===== config.mk =====
export PLATFORM = sky130hd
export DESIGN_NAME = bsp_divider
export DESIGN_NICKNAME = d
export VERILOG_FILES = /design/src/hdl/bsp_pkg.sv /design/src/hdl/bsp_divider.sv
export SDC_FILE = /design/constraint.sdc
export NUM_CORES = 1
export LEC_CHECK = 0
export BUFFER_PORTS_ARGS = -buffer_cell sky130_fd_sc_hd__buf_2
export CAP_MARGIN = 30
export CORE_MARGIN = 1
export CORE_UTILIZATION = 50
export CTS_CLUSTER_SIZE = 20
export DETAILED_ROUTE_END_ITERATION = 6
export GPL_ROUTABILITY_DRIVEN = 0
export MAX_ROUTING_LAYER = met4
export PLACE_DENSITY = 0.77
export RECOVER_POWER = 25
export SETUP_SLACK_MARGIN = 0.2
export SYNTH_ARGS = -nofsm -noshare
export SYNTH_HDL_FRONTEND = slang
export SYNTH_SLANG_ARGS = --single-unit

===== constraint.sdc =====
create_clock -name clk_i -period 2.8 [get_ports clk_i]
set_input_delay 0.14 -clock clk_i [delete_from_list [all_inputs] [get_ports clk_i]]
set_output_delay 0.14 -clock clk_i [all_outputs]
set_load 0.01 [all_outputs]

===== src/hdl/bsp_pkg.sv =====
package bsp_pkg;

  localparam int MAX_SEGMENTS = 64;
  localparam int FRAME_BITS   = 24;
  localparam int FRAC_BITS    = 16;
  localparam int POS_BITS     = FRAME_BITS + FRAC_BITS;
  localparam int SEG_BITS     = $clog2(MAX_SEGMENTS);
  localparam int CNT_BITS     = SEG_BITS + 1;
  localparam int RATE_BITS    = 24;
  localparam int DUTY_BITS    = 17;
  localparam int DRAW_BITS    = 16;
  localparam int DIVR_BITS    = 16;
  localparam int CFG_IDX_BITS = 2;
  localparam int CFG_DATA_BITS = 24;
  localparam int DIV_W        = POS_BITS + 1;
  localparam int DIV_CNT_BITS = $clog2(DIV_W + 1);
  localparam int PROD_BITS    = 2 * RATE_BITS;

  localparam int RST_COUNT  = 8;
  localparam int RST_FRAMES = 65536;
  localparam int RST_SEGLEN = RST_FRAMES / RST_COUNT;
  localparam int RST_NB     = (2 * RST_FRAMES + RST_COUNT) / (2 * RST_COUNT);
  localparam int ONE_FX     = 1 << FRAC_BITS;
  localparam int MIN_DIVR   = 256;

  typedef enum logic [CFG_IDX_BITS-1:0] {
    CFG_SEGMENT_COUNT = 2'd0,
    CFG_BUFFER_FRAMES = 2'd1
  } cfg_idx_e;

  typedef struct packed {
    logic                 op;
    logic [RATE_BITS-1:0] play_rate;
    logic [RATE_BITS-1:0] segment_speed;
    logic [DUTY_BITS-1:0] duty;
    logic [DUTY_BITS-1:0] jump_chance;
    logic [DUTY_BITS-1:0] stutter_chance;
    logic [DIVR_BITS-1:0] stutter_divisor;
    logic [DRAW_BITS-1:0] jump_draw;
    logic [DRAW_BITS-1:0] stutter_draw;
    logic [5:0]           jump_target;
    logic [5:0]           target_segment;
  } in_item_t;

  typedef struct packed {
    logic [23:0] read_address;
    logic [15:0] read_fraction;
    logic        gate_on;
    logic [5:0]  segment_now;
  } out_item_t;

  typedef struct packed {
    logic             start;
    logic [DIV_W-1:0] dividend;
    logic [DIV_W-1:0] divisor;
  } div_req_t;

  typedef struct packed {
    logic             done;
    logic [DIV_W-1:0] quotient;
    logic [DIV_W-1:0] remainder;
  } div_rsp_t;

endpackage


===== src/hdl/bsp_divider.sv =====
module bsp_divider (
  input  logic              clk_i,
  input  logic              rst_ni,
  input  bsp_pkg::div_req_t req_i,
  output bsp_pkg::div_rsp_t rsp_o
);

  logic                              busy_q, busy_d;
  logic                              done_q, done_d;
  logic [bsp_pkg::DIV_CNT_BITS-1:0]  cnt_q, cnt_d;
  logic [bsp_pkg::DIV_W-1:0]         rem_q, rem_d;
  logic [bsp_pkg::DIV_W-1:0]         quo_q, quo_d;
  logic [bsp_pkg::DIV_W-1:0]         dsr_q, dsr_d;
  logic [bsp_pkg::DIV_W:0]           trial;
  logic [bsp_pkg::DIV_W:0]           diff;

  always_comb begin
    busy_d = busy_q;
    done_d = 1'b0;
    cnt_d  = cnt_q;
    rem_d  = rem_q;
    quo_d  = quo_q;
    dsr_d  = dsr_q;
    trial  = {rem_q, quo_q[bsp_pkg::DIV_W-1]};
    diff   = trial - {1'b0, dsr_q};
    if (req_i.start) begin
      busy_d = 1'b1;
      cnt_d  = bsp_pkg::DIV_CNT_BITS'(bsp_pkg::DIV_W);
      rem_d  = '0;
      quo_d  = req_i.dividend;
      dsr_d  = req_i.divisor;
    end else if (busy_q) begin
      if (trial >= {1'b0, dsr_q}) begin
        rem_d = diff[bsp_pkg::DIV_W-1:0];
        quo_d = {quo_q[bsp_pkg::DIV_W-2:0], 1'b1};
      end else begin
        rem_d = trial[bsp_pkg::DIV_W-1:0];
        quo_d = {quo_q[bsp_pkg::DIV_W-2:0], 1'b0};
      end
      cnt_d = cnt_q - 1'b1;
      if (cnt_q == bsp_pkg::DIV_CNT_BITS'(1)) begin
        busy_d = 1'b0;
        done_d = 1'b1;
      end
    end
  end

  always_ff @(posedge clk_i or negedge rst_ni) begin
    if (!rst_ni) begin
      busy_q <= 1'b0;
      done_q <= 1'b0;
      cnt_q  <= '0;
    end else begin
      busy_q <= busy_d;
      done_q <= done_d;
      cnt_q  <= cnt_d;
    end
  end

  always_ff @(posedge clk_i) begin
    rem_q <= rem_d;
    quo_q <= quo_d;
    dsr_q <= dsr_d;
  end

  assign rsp_o.done      = done_q;
  assign rsp_o.quotient  = quo_q;
  assign rsp_o.remainder = rem_q;

endmodule


==> qor.csv <==
metric,value,unit
status,"finished, violations left",
violations,"DRC, setup timing",
drt-total-wl,22.94,mm
synth_most_common_cell,nand2_1,
ys_ff_latch,131,
start_kind,register,
hold_viol_final,0,
ctsRootBufferMaster,clkbuf_16,
wl_per_cell,17.53,um
yosys.area.top_type_share,0.3226,
cp_max_fo,3,
syn_area_per_cell,9.724,um2
peakVddDrop,0.5594,mV
cp_slowest_cell,edfxtp_1,
finalNonFillerCells,1309,
slew_headroom,0.5047,
yosys-top-cells-count,"nand2_1 (93), edfxtp_1 (82), nor2_1 (68), a21oi_1 (57), inv_1 (56)",
grt_pass1_vias,7321,
setup_viol_count_final,42,
grt_usage,0.3007,
slew_violations,0,
reg2reg_setup_slack,-0.31,ns
hold_depth,2,
p_int,6.152,mW
hp-start,req_i[71],
fin_area,0.01092,mm2
p_per_area,913.9,mW/mm2
clk_latency,0.43,ns
min_path_type,primary input to register,
clkSinkCount,131,
clkPwrFrac,0.224,
viasPerCell,5.644,
synth_async_sr_flop_share,0.06107,
clk_pin_slew,0.06,ns
fill_cells,967,
portBuffers,167,
ys_warn_count,0,
power.switching,3.824,mW
worstPathRequired,3.14,ns
start_util,0.5193,
rsz0062_at_grt,yes,
max_freq,322.0,MHz
die_width,125.6,um
post-route-util,0.7426,
fin_nets,1241,
pwr-share-seq,0.270,
antenna_cells,0,
arrival,3.44,ns
via_count,7388,
syn_to_final_growth,42.99,%
grt_antenna_before_repair,0,
max_cap_viol_count,0,
synth_nets,914,
placed_cell_area,0.009335,mm2
rr_worst_depth,15,
grt_first_pass_wirelength,35.98,mm
fin_crit,3.106,ns
combPwrFrac,0.506,
cp_cell_sequence,"inv_1, ha_2, inv_2, fa_2, a21o_1, a221o_1, o22ai_2, o311ai_4, a21oi_4, buf_6, buf_6, o31ai_2, xnor2_1, nand2_1, a311oi_2",
yosysSeqAreaShare,0.4563,
place_inst,1198,
synth-edff-count,82,
rows,44,
drive_gt1_frac,0.3573,
leakagePower,5.067,nW
antenna_left,0,
cp_num_buf_inv,4,
synth_top_area_cell,edfxtp_1,
worst_slack,-0.3060,ns
crit_top_cell,buf_6,
end_kind,register,
netlist_area,0.007634,mm2
die_area,0.01577,mm2
fin_worst_skew,0.009367,ns
grt_max_degree,70,
synth_area_leaders,"edfxtp_1 (32%), dfxtp_1 (11%), ha_1 (7.0%)",
cpPeakStageDelay,0.41,ns
sw_frac_of_total,0.3833,
hold_ws,0.01506,ns
grt_overflow_total,0,
cts_max_path_buffers,2,
synthFlopType,edfxtp_1,
top_level_ports,168,
multi_input_area,0.003938,mm2
worstMarginPinSlew,0.7430,ns
crit_type,register to register,
die_y,125.6,um
min_to,quo_q[30]$_DFFE_PP_,
core-area,0.01470,mm2
syn_inst,785,
first_pass_iters,7,
drc,6,
cts_max_level,4,
drt_iter0_markers,692,
dpl.hpwl,14.81,mm
synth_cell_types,65,
numCtsBuffers,17,
reg2reg_from,quo_q[40]$_DFFE_PP_,
reg2reg_to,rem_q[30]$_SDFFE_PP0P_,
cts_tree,done,
crit_family,compound AO/OA/AOI/OAI gates,
ff_latch_area,0.003485,mm2
fin_crit_sh,1.109,
-- cells by family after synthesis --
kind of cell / share of synthesized area
adders and majority gates: 0.07310
AOI/OAI and AO/OA: 0.1752
xor gates and xnor gates: 0.04704
muxes: 0.06310
DFF: 0.4563
buffers and inverters: 0.05261
and+or+nand+nor: 0.1326
-- registers in the layout, indices dropped and copies added (netlist names) --
signal,flops
done_q,1
quo_q,41
rem_q,41
dsr_q,41
cnt_q,6
busy_q,1
-- metrics by stage --
step	power (mW)	worst slack (ns)	setup TNS, ns
after floorplan	5.358	-0.2051	-2.720
after global placement	6.988	-0.2013	-6.378
after detailed placement	7.061	-0.2978	-9.442
after CTS	9.651	-0.2377	-7.458
after global routing	10.51	-0.4322	-13.96
final	9.976	-0.3060	-8.623
-- worst register-to-register path, cell delays in order, from the launching register on --
cell and delay [ns]:
edfxtp_1 0.41, inv_1 0.09, ha_2 0.20, inv_2 0.04, fa_2 0.34, a21o_1 0.17, a221o_1 0.34, o22ai_2 0.23
o311ai_4 0.12, a21oi_4 0.21, buf_6 0.13, buf_6 0.10, o31ai_2 0.06, xnor2_1 0.17, nand2_1 0.12, a311oi_2 0.28
-- layout make-up --
type / count / share of cell area
timing repair buffer: 352 / 0.2257
clock buffer: 19 / 0.03966
clock inverter: 13 / 0.01364
sequential: 131 / 0.3192
inverter: 58 / 0.01994
multi-input combinational: 552 / 0.3607
tap: 184 / 0.02109
-- what timing repair did --
item | 4_1_cts | 5_1_grt
endpoints found under the setup margin | 42 | 42
cloned | 2 | 1
endpoints found under the hold margin | 67 | 0
hold buffers | 60 | 0
pin swaps | 15 | 19
resized for setup | 25 | 30
setup buffers | 9 | 7
-- layout by cell type, fill, tap and decap left out, types with 4 or more instances in the layout --
master,n
buf_6,11
o21ai_0,26
edfxtp_1,82
a311oi_1,19
inv_6,5
buf_2,165
nor2_1,65
a31oi_1,6
nand4_1,19
o22ai_1,4
buf_4,111
ha_1,41
and3_1,9
clkbuf_16,18
clkbuf_1,4
a21oi_1,55
a21o_1,17
nor2b_1,4
nand3_1,6
o31a_1,4
o21ai_1,7
xnor2_1,25
nor3_1,11
o211ai_1,4
a211oi_1,10
dfxtp_1,41
nor4_1,4
nand2_1,86
inv_1,55
nand2_2,5
a311oi_2,5
mux2_2,40
xor2_1,16
dlygate4sd3_1,60
dfrtp_1,7
-- power by group through the flow --
stage	logic [mW]	clock network (mW)	registers, mW
after floorplan	2.51	0	2.85
after global placement	4.29	0	2.70
after detailed placement	4.35	0	2.71
after CTS	4.72	2.25	2.68
after global routing	5.43	2.34	2.74
final	5.04	2.24	2.70
-- worst max path at each step --
stage                              from                endpoint  cells after the start
finish              quo_q[40]$_DFFE_PP_  rem_q[30]$_SDFFE_PP0P_                     15
global route        quo_q[40]$_DFFE_PP_  rem_q[30]$_SDFFE_PP0P_                     14
CTS                 quo_q[40]$_DFFE_PP_  rem_q[20]$_SDFFE_PP0P_                     14
floorplan           quo_q[40]$_DFFE_PP_      quo_q[0]$_DFFE_PP_                     13
global placement    quo_q[40]$_DFFE_PP_  rem_q[21]$_SDFFE_PP0P_                     13
detailed placement  quo_q[40]$_DFFE_PP_   rem_q[3]$_SDFFE_PP0P_                     13
-- layer usage --
layer  GRT usage  share of wire  up-vias
met3     0.07018          0.069       58
met5           -              0        -
li1            -              -     3518
met2      0.4882           0.48      318
met1      0.3633           0.42     3494
met4      0.1133          0.023        0
Power figures use the tool's default switching activity.
