--- src/hdl/bsp_pkg.sv ---
package bsp_pkg;

  localparam int MAX_SEGMENTS = 64;
  localparam int FRAME_BITS   = 24;
  localparam int FRAC_BITS    = 16;
  localparam int POS_BITS     = FRAME_BITS + FRAC_BITS;
  localparam int SEG_BITS     = $clog2(MAX_SEGMENTS);
  localparam int CNT_BITS     = SEG_BITS + 1;
  localparam int RATE_BITS    = 24;
  localparam int DUTY_BITS    = 17;
  localparam int DRAW_BITS    = 16;
  localparam int DIVR_BITS    = 16;
  localparam int CFG_IDX_BITS = 2;
  localparam int CFG_DATA_BITS = 24;
  localparam int DIV_W        = POS_BITS + 1;
  localparam int DIV_CNT_BITS = $clog2(DIV_W + 1);
  localparam int PROD_BITS    = 2 * RATE_BITS;

  localparam int RST_COUNT  = 8;
  localparam int RST_FRAMES = 65536;
  localparam int RST_SEGLEN = RST_FRAMES / RST_COUNT;
  localparam int RST_NB     = (2 * RST_FRAMES + RST_COUNT) / (2 * RST_COUNT);
  localparam int ONE_FX     = 1 << FRAC_BITS;
  localparam int MIN_DIVR   = 256;

  typedef enum logic [CFG_IDX_BITS-1:0] {
    CFG_SEGMENT_COUNT = 2'd0,
    CFG_BUFFER_FRAMES = 2'd1
  } cfg_idx_e;

  typedef struct packed {
    logic                 op;
    logic [RATE_BITS-1:0] play_rate;
    logic [RATE_BITS-1:0] segment_speed;
    logic [DUTY_BITS-1:0] duty;
    logic [DUTY_BITS-1:0] jump_chance;
    logic [DUTY_BITS-1:0] stutter_chance;
    logic [DIVR_BITS-1:0] stutter_divisor;
    logic [DRAW_BITS-1:0] jump_draw;
    logic [DRAW_BITS-1:0] stutter_draw;
    logic [5:0]           jump_target;
    logic [5:0]           target_segment;
  } in_item_t;

  typedef struct packed {
    logic [23:0] read_address;
    logic [15:0] read_fraction;
    logic        gate_on;
    logic [5:0]  segment_now;
  } out_item_t;

  typedef struct packed {
    logic             start;
    logic [DIV_W-1:0] dividend;
    logic [DIV_W-1:0] divisor;
  } div_req_t;

  typedef struct packed {
    logic             done;
    logic [DIV_W-1:0] quotient;
    logic [DIV_W-1:0] remainder;
  } div_rsp_t;

endpackage

--- src/hdl/bsp_core.sv ---
module bsp_core (
  input  logic                              clk_i,
  input  logic                              rst_ni,
  input  logic                              in_valid_i,
  input  bsp_pkg::in_item_t                 in_item_i,
  output logic                              in_ready_o,
  input  logic                              cfg_valid_i,
  input  logic [bsp_pkg::CFG_IDX_BITS-1:0]  cfg_index_i,
  input  logic [bsp_pkg::CFG_DATA_BITS-1:0] cfg_data_i,
  output logic                              cfg_ready_o,
  output logic                              out_valid_o,
  output bsp_pkg::out_item_t                out_item_o,
  input  logic                              out_ready_i,
  output bsp_pkg::div_req_t                 div_req_o,
  input  bsp_pkg::div_rsp_t                 div_rsp_i
);

  typedef enum logic [4:0] {
    ST_IDLE, ST_DIV, ST_LA0, ST_LA, ST_LB, ST_W, ST_GATE, ST_ADV, ST_PMOD, ST_PFIN,
    ST_SEG, ST_SA, ST_SB, ST_SC, ST_SCD, ST_SD, ST_SE, ST_SF
  } state_e;

  localparam int FB = bsp_pkg::FRAME_BITS;
  localparam int PB = bsp_pkg::POS_BITS;
  localparam int DW = bsp_pkg::DIV_W;
  localparam int QB = bsp_pkg::FRAC_BITS;

  state_e                           state_q, state_d, ret_q, ret_d;
  bsp_pkg::div_req_t                req_q, req_d;
  bsp_pkg::in_item_t                item_q, item_d;
  bsp_pkg::out_item_t               out_q, out_d;
  logic                             out_valid_q, out_valid_d;
  logic [bsp_pkg::CNT_BITS-1:0]     count_q, count_d;
  logic [FB-1:0]                    frames_q, frames_d;
  logic [PB-1:0]                    play_q, play_d, slice_q, slice_d, w_q, w_d;
  logic [PB:0]                      sum_q, sum_d;
  logic [bsp_pkg::SEG_BITS-1:0]     cur_q, cur_d, idx_q, idx_d;
  logic                             trig_q, trig_d;
  logic [FB-1:0]                    start_q, start_d, nb_q, nb_d;
  logic [FB-1:0]                    slen_q, slen_d, seglen_q, seglen_d;
  logic [bsp_pkg::RATE_BITS-1:0]    speed_q, speed_d;
  logic [bsp_pkg::DUTY_BITS-1:0]    duty_q, duty_d;
  logic [bsp_pkg::PROD_BITS-1:0]    prod_q, prod_d;

  logic [bsp_pkg::CNT_BITS-1:0]     c_eff;
  logic [FB-1:0]                    f_eff;
  logic [bsp_pkg::SEG_BITS-1:0]     c_last, tgt;
  logic [FB:0]                      addr_sum;
  logic [PB:0]                      slice_sum;
  logic                             gate;
  logic                             do_jump, do_stut;
  logic [bsp_pkg::DIVR_BITS-1:0]    divr;
  logic [DW-1:0]                    off_dividend, off_divisor;

  always_comb begin
    c_eff = count_q;
    if (count_q == '0) begin
      c_eff = bsp_pkg::CNT_BITS'(1);
    end else if (count_q > bsp_pkg::CNT_BITS'(bsp_pkg::MAX_SEGMENTS)) begin
      c_eff = bsp_pkg::CNT_BITS'(bsp_pkg::MAX_SEGMENTS);
    end
    f_eff        = (frames_q == '0) ? FB'(1) : frames_q;
    c_last       = bsp_pkg::SEG_BITS'(c_eff - 1'b1);
    off_dividend = DW'({prod_q[FB+bsp_pkg::SEG_BITS-1:0], 1'b0}) + DW'(c_eff);
    off_divisor  = DW'({c_eff, 1'b0});
    do_jump      = {1'b0, item_q.jump_draw} < item_q.jump_chance;
    do_stut      = {1'b0, item_q.stutter_draw} < item_q.stutter_chance;
    divr         = (item_q.stutter_divisor < bsp_pkg::DIVR_BITS'(bsp_pkg::MIN_DIVR)) ?
                   bsp_pkg::DIVR_BITS'(bsp_pkg::MIN_DIVR) : item_q.stutter_divisor;
    tgt          = (item_q.jump_target > c_last) ? c_last : item_q.jump_target;
    gate         = duty_q[bsp_pkg::DUTY_BITS-1] || ({1'b0, w_q} < prod_q[PB:0]);
    addr_sum     = {1'b0, start_q} + {1'b0, w_q[PB-1:QB]};
    if (addr_sum >= {1'b0, f_eff}) begin
      addr_sum = addr_sum - {1'b0, f_eff};
    end
    slice_sum    = {1'b0, slice_q} + (PB+1)'(prod_q[bsp_pkg::PROD_BITS-1:QB]);
  end

  always_comb begin
    state_d     = state_q;
    ret_d       = ret_q;
    req_d       = req_q;
    req_d.start = 1'b0;
    item_d      = item_q;
    out_d       = out_q;
    out_valid_d = out_valid_q && !out_ready_i;
    count_d     = count_q;
    frames_d    = frames_q;
    play_d      = play_q;
    slice_d     = slice_q;
    w_d         = w_q;
    sum_d       = sum_q;
    cur_d       = cur_q;
    idx_d       = idx_q;
    trig_d      = trig_q;
    start_d     = start_q;
    nb_d        = nb_q;
    slen_d      = slen_q;
    seglen_d    = seglen_q;
    speed_d     = speed_q;
    duty_d      = duty_q;
    prod_d      = prod_q;
    unique case (state_q)
      ST_IDLE: begin
        if (cfg_valid_i) begin
          case (cfg_index_i)
            bsp_pkg::CFG_SEGMENT_COUNT: begin
              count_d = cfg_data_i[bsp_pkg::CNT_BITS-1:0];
              state_d = ST_LA0;
            end
            bsp_pkg::CFG_BUFFER_FRAMES: begin
              frames_d = cfg_data_i[FB-1:0];
              state_d  = ST_LA0;
            end
            default: ;
          endcase
        end else if (in_valid_i) begin
          item_d = in_item_i;
          trig_d = in_item_i.op;
          idx_d  = in_item_i.target_segment;
          if (!in_item_i.op) begin
            req_d   = '{start: 1'b1, dividend: DW'(slice_q), divisor: DW'({slen_q, QB'(0)})};
            ret_d   = ST_W;
            state_d = ST_DIV;
          end else if ({1'b0, in_item_i.target_segment} < c_eff) begin
            state_d = ST_SEG;
          end
        end
      end
      ST_DIV: begin
        if (div_rsp_i.done) begin
          state_d = ret_q;
        end
      end
      ST_LA0: begin
        req_d   = '{start: 1'b1, dividend: DW'(f_eff), divisor: DW'(c_eff)};
        ret_d   = ST_LA;
        state_d = ST_DIV;
      end
      ST_LA: begin
        seglen_d = (div_rsp_i.quotient == '0) ? FB'(1) : div_rsp_i.quotient[FB-1:0];
        slen_d   = seglen_d;
        play_d   = '0;
        slice_d  = '0;
        cur_d    = '0;
        start_d  = '0;
        if (c_eff == bsp_pkg::CNT_BITS'(1)) begin
          nb_d    = f_eff;
          state_d = ST_IDLE;
        end else begin
          req_d   = '{start: 1'b1, dividend: DW'({f_eff, 1'b0}) + DW'(c_eff),
                      divisor: off_divisor};
          ret_d   = ST_LB;
          state_d = ST_DIV;
        end
      end
      ST_LB: begin
        nb_d    = div_rsp_i.quotient[FB-1:0];
        state_d = ST_IDLE;
      end
      ST_W: begin
        w_d     = div_rsp_i.remainder[PB-1:0];
        prod_d  = bsp_pkg::PROD_BITS'(duty_q * slen_q);
        state_d = ST_GATE;
      end
      ST_GATE: begin
        if (!out_valid_q || out_ready_i) begin
          out_valid_d             = 1'b1;
          out_d.gate_on           = gate;
          out_d.segment_now       = cur_q;
          out_d.read_address      = gate ? addr_sum[FB-1:0] : '0;
          out_d.read_fraction     = gate ? w_q[QB-1:0] : '0;
          prod_d  = bsp_pkg::PROD_BITS'(item_q.play_rate * speed_q);
          sum_d   = {1'b0, play_q} + (PB+1)'(item_q.play_rate);
          state_d = ST_ADV;
        end
      end
      ST_ADV: begin
        slice_d = slice_sum[PB] ? '1 : slice_sum[PB-1:0];
        if (sum_q >= (PB+1)'({nb_q, QB'(0)})) begin
          idx_d   = ({1'b0, cur_q} + 1'b1 >= c_eff) ? '0 : cur_q + 1'b1;
          state_d = ST_SEG;
        end else begin
          state_d = ST_PMOD;
        end
      end
      ST_PMOD: begin
        req_d   = '{start: 1'b1, dividend: sum_q, divisor: DW'({f_eff, QB'(0)})};
        ret_d   = ST_PFIN;
        state_d = ST_DIV;
      end
      ST_PFIN: begin
        play_d  = div_rsp_i.remainder[PB-1:0];
        state_d = ST_IDLE;
      end
      ST_SEG: begin
        cur_d   = idx_q;
        slice_d = '0;
        speed_d = item_q.segment_speed;
        duty_d  = item_q.duty;
        prod_d  = bsp_pkg::PROD_BITS'((do_jump ? tgt : idx_q) * f_eff);
        state_d = ST_SA;
      end
      ST_SA: begin
        req_d   = '{start: 1'b1, dividend: off_dividend, divisor: off_divisor};
        ret_d   = ST_SB;
        state_d = ST_DIV;
      end
      ST_SB: begin
        start_d = div_rsp_i.quotient[FB-1:0];
        if ({1'b0, idx_q} + 1'b1 >= c_eff) begin
          nb_d    = f_eff;
          state_d = ST_SD;
        end else begin
          prod_d  = bsp_pkg::PROD_BITS'((idx_q + 1'b1) * f_eff);
          state_d = ST_SC;
        end
      end
      ST_SC: begin
        req_d   = '{start: 1'b1, dividend: off_dividend, divisor: off_divisor};
        ret_d   = ST_SCD;
        state_d = ST_DIV;
      end
      ST_SCD: begin
        nb_d    = div_rsp_i.quotient[FB-1:0];
        state_d = ST_SD;
      end
      ST_SD: begin
        if (do_stut) begin
          req_d   = '{start: 1'b1, dividend: DW'({seglen_q, 8'd0}), divisor: DW'(divr)};
          ret_d   = ST_SE;
          state_d = ST_DIV;
        end else begin
          slen_d  = seglen_q;
          state_d = ST_SF;
        end
      end
      ST_SE: begin
        slen_d  = (div_rsp_i.quotient == '0) ? FB'(1) : div_rsp_i.quotient[FB-1:0];
        state_d = ST_SF;
      end
      ST_SF: begin
        if (trig_q) begin
          play_d  = {start_q, QB'(0)};
          state_d = ST_IDLE;
        end else begin
          state_d = ST_PMOD;
        end
      end
      default: state_d = ST_IDLE;
    endcase
  end

  always_ff @(posedge clk_i or negedge rst_ni) begin
    if (!rst_ni) begin
      state_q     <= ST_IDLE;
      ret_q       <= ST_IDLE;
      req_q       <= '0;
      item_q      <= '0;
      out_q       <= '0;
      out_valid_q <= 1'b0;
      count_q     <= bsp_pkg::CNT_BITS'(bsp_pkg::RST_COUNT);
      frames_q    <= FB'(bsp_pkg::RST_FRAMES);
      play_q      <= '0;
      slice_q     <= '0;
      w_q         <= '0;
      sum_q       <= '0;
      cur_q       <= '0;
      idx_q       <= '0;
      trig_q      <= 1'b0;
      start_q     <= '0;
      nb_q        <= FB'(bsp_pkg::RST_NB);
      slen_q      <= FB'(bsp_pkg::RST_SEGLEN);
      seglen_q    <= FB'(bsp_pkg::RST_SEGLEN);
      speed_q     <= bsp_pkg::RATE_BITS'(bsp_pkg::ONE_FX);
      duty_q      <= bsp_pkg::DUTY_BITS'(bsp_pkg::ONE_FX);
      prod_q      <= '0;
    end else begin
      state_q     <= state_d;
      ret_q       <= ret_d;
      req_q       <= req_d;
      item_q      <= item_d;
      out_q       <= out_d;
      out_valid_q <= out_valid_d;
      count_q     <= count_d;
      frames_q    <= frames_d;
      play_q      <= play_d;
      slice_q     <= slice_d;
      w_q         <= w_d;
      sum_q       <= sum_d;
      cur_q       <= cur_d;
      idx_q       <= idx_d;
      trig_q      <= trig_d;
      start_q     <= start_d;
      nb_q        <= nb_d;
      slen_q      <= slen_d;
      seglen_q    <= seglen_d;
      speed_q     <= speed_d;
      duty_q      <= duty_d;
      prod_q      <= prod_d;
    end
  end

  assign in_ready_o  = (state_q == ST_IDLE) && !cfg_valid_i;
  assign cfg_ready_o = (state_q == ST_IDLE);
  assign out_valid_o = out_valid_q;
  assign out_item_o  = out_q;
  assign div_req_o   = req_q;

endmodule

--- config.mk ---
export PLATFORM = sky130hd
export DESIGN_NAME = bsp_core
export DESIGN_NICKNAME = d
export VERILOG_FILES = /design/src/hdl/bsp_pkg.sv /design/src/hdl/bsp_core.sv
export SDC_FILE = /design/constraint.sdc
export NUM_CORES = 2
export LEC_CHECK = 0
export BUFFER_PORTS_ARGS = -buffer_cell sky130_fd_sc_hd__buf_4
export CORE_MARGIN = 2
export CORE_UTILIZATION = 36
export CTS_CLUSTER_DIAMETER = 120
export CTS_CLUSTER_SIZE = 25
export DETAILED_ROUTE_END_ITERATION = 10
export PLACE_DENSITY = 0.63
export SLEW_MARGIN = 20
export SYNTH_ARGS = -nofsm -noshare
export SYNTH_HDL_FRONTEND = slang
export SYNTH_SLANG_ARGS = --single-unit
--- constraint.sdc ---
create_clock -name clk_i -period 11.2 [get_ports clk_i]
set_clock_uncertainty 0.1 [all_clocks]
set_input_delay 2.8 -clock clk_i [delete_from_list [all_inputs] [get_ports clk_i]]
set_output_delay 2.8 -clock clk_i [all_outputs]
set_load 0.01 [all_outputs]
==> impl_metrics.env <==
export IMPL_run_status="finished, final reports clean"
export IMPL_period_needed_ns=9.06
export IMPL_maxCapViolations=0
export IMPL_antenna_found_initial=31
export IMPL_ys_seq_area_share_pct=21.8
export IMPL_die_width_um=471
export IMPL_cpMostUsedCell="nor2_1"
export IMPL_crit_type="flop to flop"
export IMPL_grtUsageMet1_pct=36.6
export IMPL_yosys_top_cells_area="fa_1 26%, dfrtp_1 22%, ha_1 9.8%, nand2_1 7.4%, inv_1 6.0%"
export IMPL_synth_warnings=0
export IMPL_cts_clk_slew_worst_paths_ns=0.11
export IMPL_fin_nets=10763
export IMPL_syn_inst=8743
export IMPL_clock_sinks=683
export IMPL_period_share_pct=80.9
export IMPL_slowest_delay_ns=0.80
export IMPL_grt_use_met2_pct=39.2
export IMPL_setup_worst_path_start_class="flop"
export IMPL_wirelength_um=294000
export IMPL_synth_edf_count=0
export IMPL_drtAntennaViolNets=0
export IMPL_hold_violations=0
export IMPL_maxSlewViolCount=0
export IMPL_grt_total_usage_pct=26.4
export IMPL_synth_common_cells="1543 x nand2_1, 1250 x inv_1, 1015 x fa_1"
export IMPL_start_util_pct=36.2
export IMPL_drtPass1Iterations=9
export IMPL_grt_pass1_wl_um=440000
export IMPL_synth_most_common_cell="nand2_1"
export IMPL_required_ns=11.74
export IMPL_grt_overflow_total=0
export IMPL_clockBufferDepth=3
export IMPL_post_cts_buffers=0
export IMPL_tns_ns=0
export IMPL_cts_max_level=2
export IMPL_synth_seq_cells=683
export IMPL_crit_arrival_ns=9.60
export IMPL_critPathBufInv=4
export IMPL_ctsResizeCount=0
export IMPL_drc=0
export IMPL_drtIter0Drc=7239
export IMPL_dieArea_mm2=0.222
export IMPL_syn_nets=10646
export IMPL_vias_per_cell=5.58
export IMPL_vias=65599
export IMPL_cts_buffers=40
export IMPL_insertion_delay_ns=0.75
export IMPL_path_delay_family="compound AO/OA/AOI/OAI gates"
export IMPL_hpwl_um=231000
export IMPL_num_rows=171
export IMPL_hold_path_class="flop to flop"
export IMPL_port_buffers=404
export IMPL_cp_end_kind="flop"
export IMPL_dieHeight_um=471
export IMPL_rsz0062_at_grt="false"
export IMPL_synth_top_cell_area_share_pct=25.9
export IMPL_worstPathMaxFanout=13
export IMPL_post_dp_cell_area_mm2=0.0847
export IMPL_fmax_mhz=110
export IMPL_core_mm2=0.217
export IMPL_synth_ff_type="dfrtp_1"
export IMPL_hold_buffers=0
export IMPL_grt_busiest_layer="met2"
export IMPL_slew_headroom_pct=19.4
export IMPL_wire_per_inst_um=25.0
export IMPL_grt_max_degree=145
export IMPL_setup_viol=0
export IMPL_yosysUniqueCellTypes=90
export IMPL_worst_slew_pin_slew_ns=1.20
export IMPL_grt_pass1_vias=66778
export IMPL_netlist_area_mm2=0.0785
export IMPL_yosysTopAreaCell="fa_1"
export IMPL_globalplace_congestion=0.999
export IMPL_cts_root_buf="clkbuf_16"
export IMPL_async_reset_ff_share_pct=100
export IMPL_area_growth_pct=9.72
export IMPL_use_met3_pct=5.94
export IMPL_stdcell_area_mm2=0.0862
export IMPL_design_portCount=407
export IMPL_tritoncts="built"
export IMPL_cpMaxStageDelayCell="mux2i_2"
export IMPL_layout_drive_gt1_share_pct=10.0
export IMPL_syn_avg_cell_area_um2=8.98
final cells by class:
| type | instances | area, µm² |
|---|---|---|
| Antenna cell | 11 | 27.5 |
| Clock buffer | 49 | 1060 |
| Clock inverter | 18 | 324 |
| Fill cell | 21861 | 131000 |
| Inverter | 1257 | 4720 |
| Multi-Input combinational cell | 6323 | 55100 |
| Sequential cell | 683 | 17100 |
| Tap cell | 2854 | 3570 |
| Timing Repair Buffer | 555 | 4220 |
layout by cell type, fill, tap and decap left out, types with 33 or more instances in the layout:
cell,instances
a211oi_1,33
a21o_1,147
a21oi_1,322
a222oi_1,65
a22o_1,71
a22oi_1,53
a31oi_1,43
and2_1,371
buf_4,550
clkbuf_16,40
dfrtp_1,672
fa_1,1015
ha_1,613
inv_1,1250
mux2_2,185
mux2i_1,55
nand2_1,1539
nand2b_1,46
nand3_1,98
nand4_1,44
nor2_1,431
nor2b_1,37
nor3_1,74
nor4_1,38
o21a_1,42
o21ai_0,266
xnor2_1,174
xor2_1,90
logic make-up (layout without fill, tap and decap cells):
group / Yosys count / in the layout / share of synthesized area, %
simple gates: 2803 / 2803 / 15.9
buf+inv: 1737 / 1879 / 8.33
fa+ha+maj: 1629 / 1629 / 35.7
compound gates: 1380 / 1380 / 12.0
flops: 683 / 683 / 21.8
xor+xnor: 268 / 268 / 2.99
mux: 242 / 242 / 3.38
other cells: 1 / 12 / 0.00478
sequential cells by signal (all words and copies together) (netlist names), 5 cells and up:
signal / flops
play_q: 40
speed_q: 24
idx_q: 6
frames_q: 24
cur_q: 6
item_q: 153
out_item_o: 47
start_q: 24
div_req_o: 82
seglen_q: 24
state_q: 5
count_q: 7
slice_q: 40
prod_q: 48
duty_q: 17
slen_q: 24
nb_q: 24
w_q: 40
sum_q: 41
ret_q: 5
through the flow:
| step | util, % | worst slack, ns | hold WS [ns] | cells |
|---|---|---|---|---|
| after CTS | 39.7 | 2.18 | 0.372 | 11739 |
| after global routing | 39.7 | 1.49 | 0.392 | 11740 |
| final | 39.7 | 2.14 | 0.371 | 11750 |
| after detailed placement | 39.1 | 2.22 | 0.349 | 11672 |
| after floorplan | - | 3.85 | 0.333 | 8743 |
| after global placement | 39.1 | 2.10 | 0.350 | 11672 |
worst register-to-register path: cells and delay by family, from the launching register on:
family / cells / cell delay [ns]
compound gates: 10 / 2.96
xor+xnor: 2 / 0.45
fa+ha+maj: 6 / 2.32
buf+inv: 4 / 0.68
flops: 1 / 0.43
mux: 1 / 0.80
simple gates: 10 / 1.27
path summary, 6_finish.rpt:
path / start / endpoint / slack [ns] / cells after the start
setup / recovery: count_q[2]$_DFFE_PN0P_ / prod_q[22]$_DFFE_PN0P_ / 2.14 / 33
hold / removal: item_q[97]$_DFFE_PN0P_ / duty_q[3]$_DFFE_PN0P_ / 0.37 / 2
setup reg to reg: count_q[2]$_DFFE_PN0P_ / prod_q[22]$_DFFE_PN0P_ / 2.14 / 33
hold reg to reg: item_q[97]$_DFFE_PN0P_ / duty_q[3]$_DFFE_PN0P_ / 0.37 / 2
max in group asynchronous: rst_ni / div_req_o[36]$_DFFE_PN0P_ / 6.86 / 3
min in group asynchronous: rst_ni / item_q[7]$_DFFE_PN0P_ / 2.07 / 1
per-layer routing:
layer,vias to the layer above,share of wire [%]
met3,557,9.8
met1,33418,42
met5,-,0.042
li1,28533,-
met4,18,5.4
met2,3073,43
Power is not shown: default switching activity piles up to over one toggle a cycle in this logic, so the estimate is an artifact.
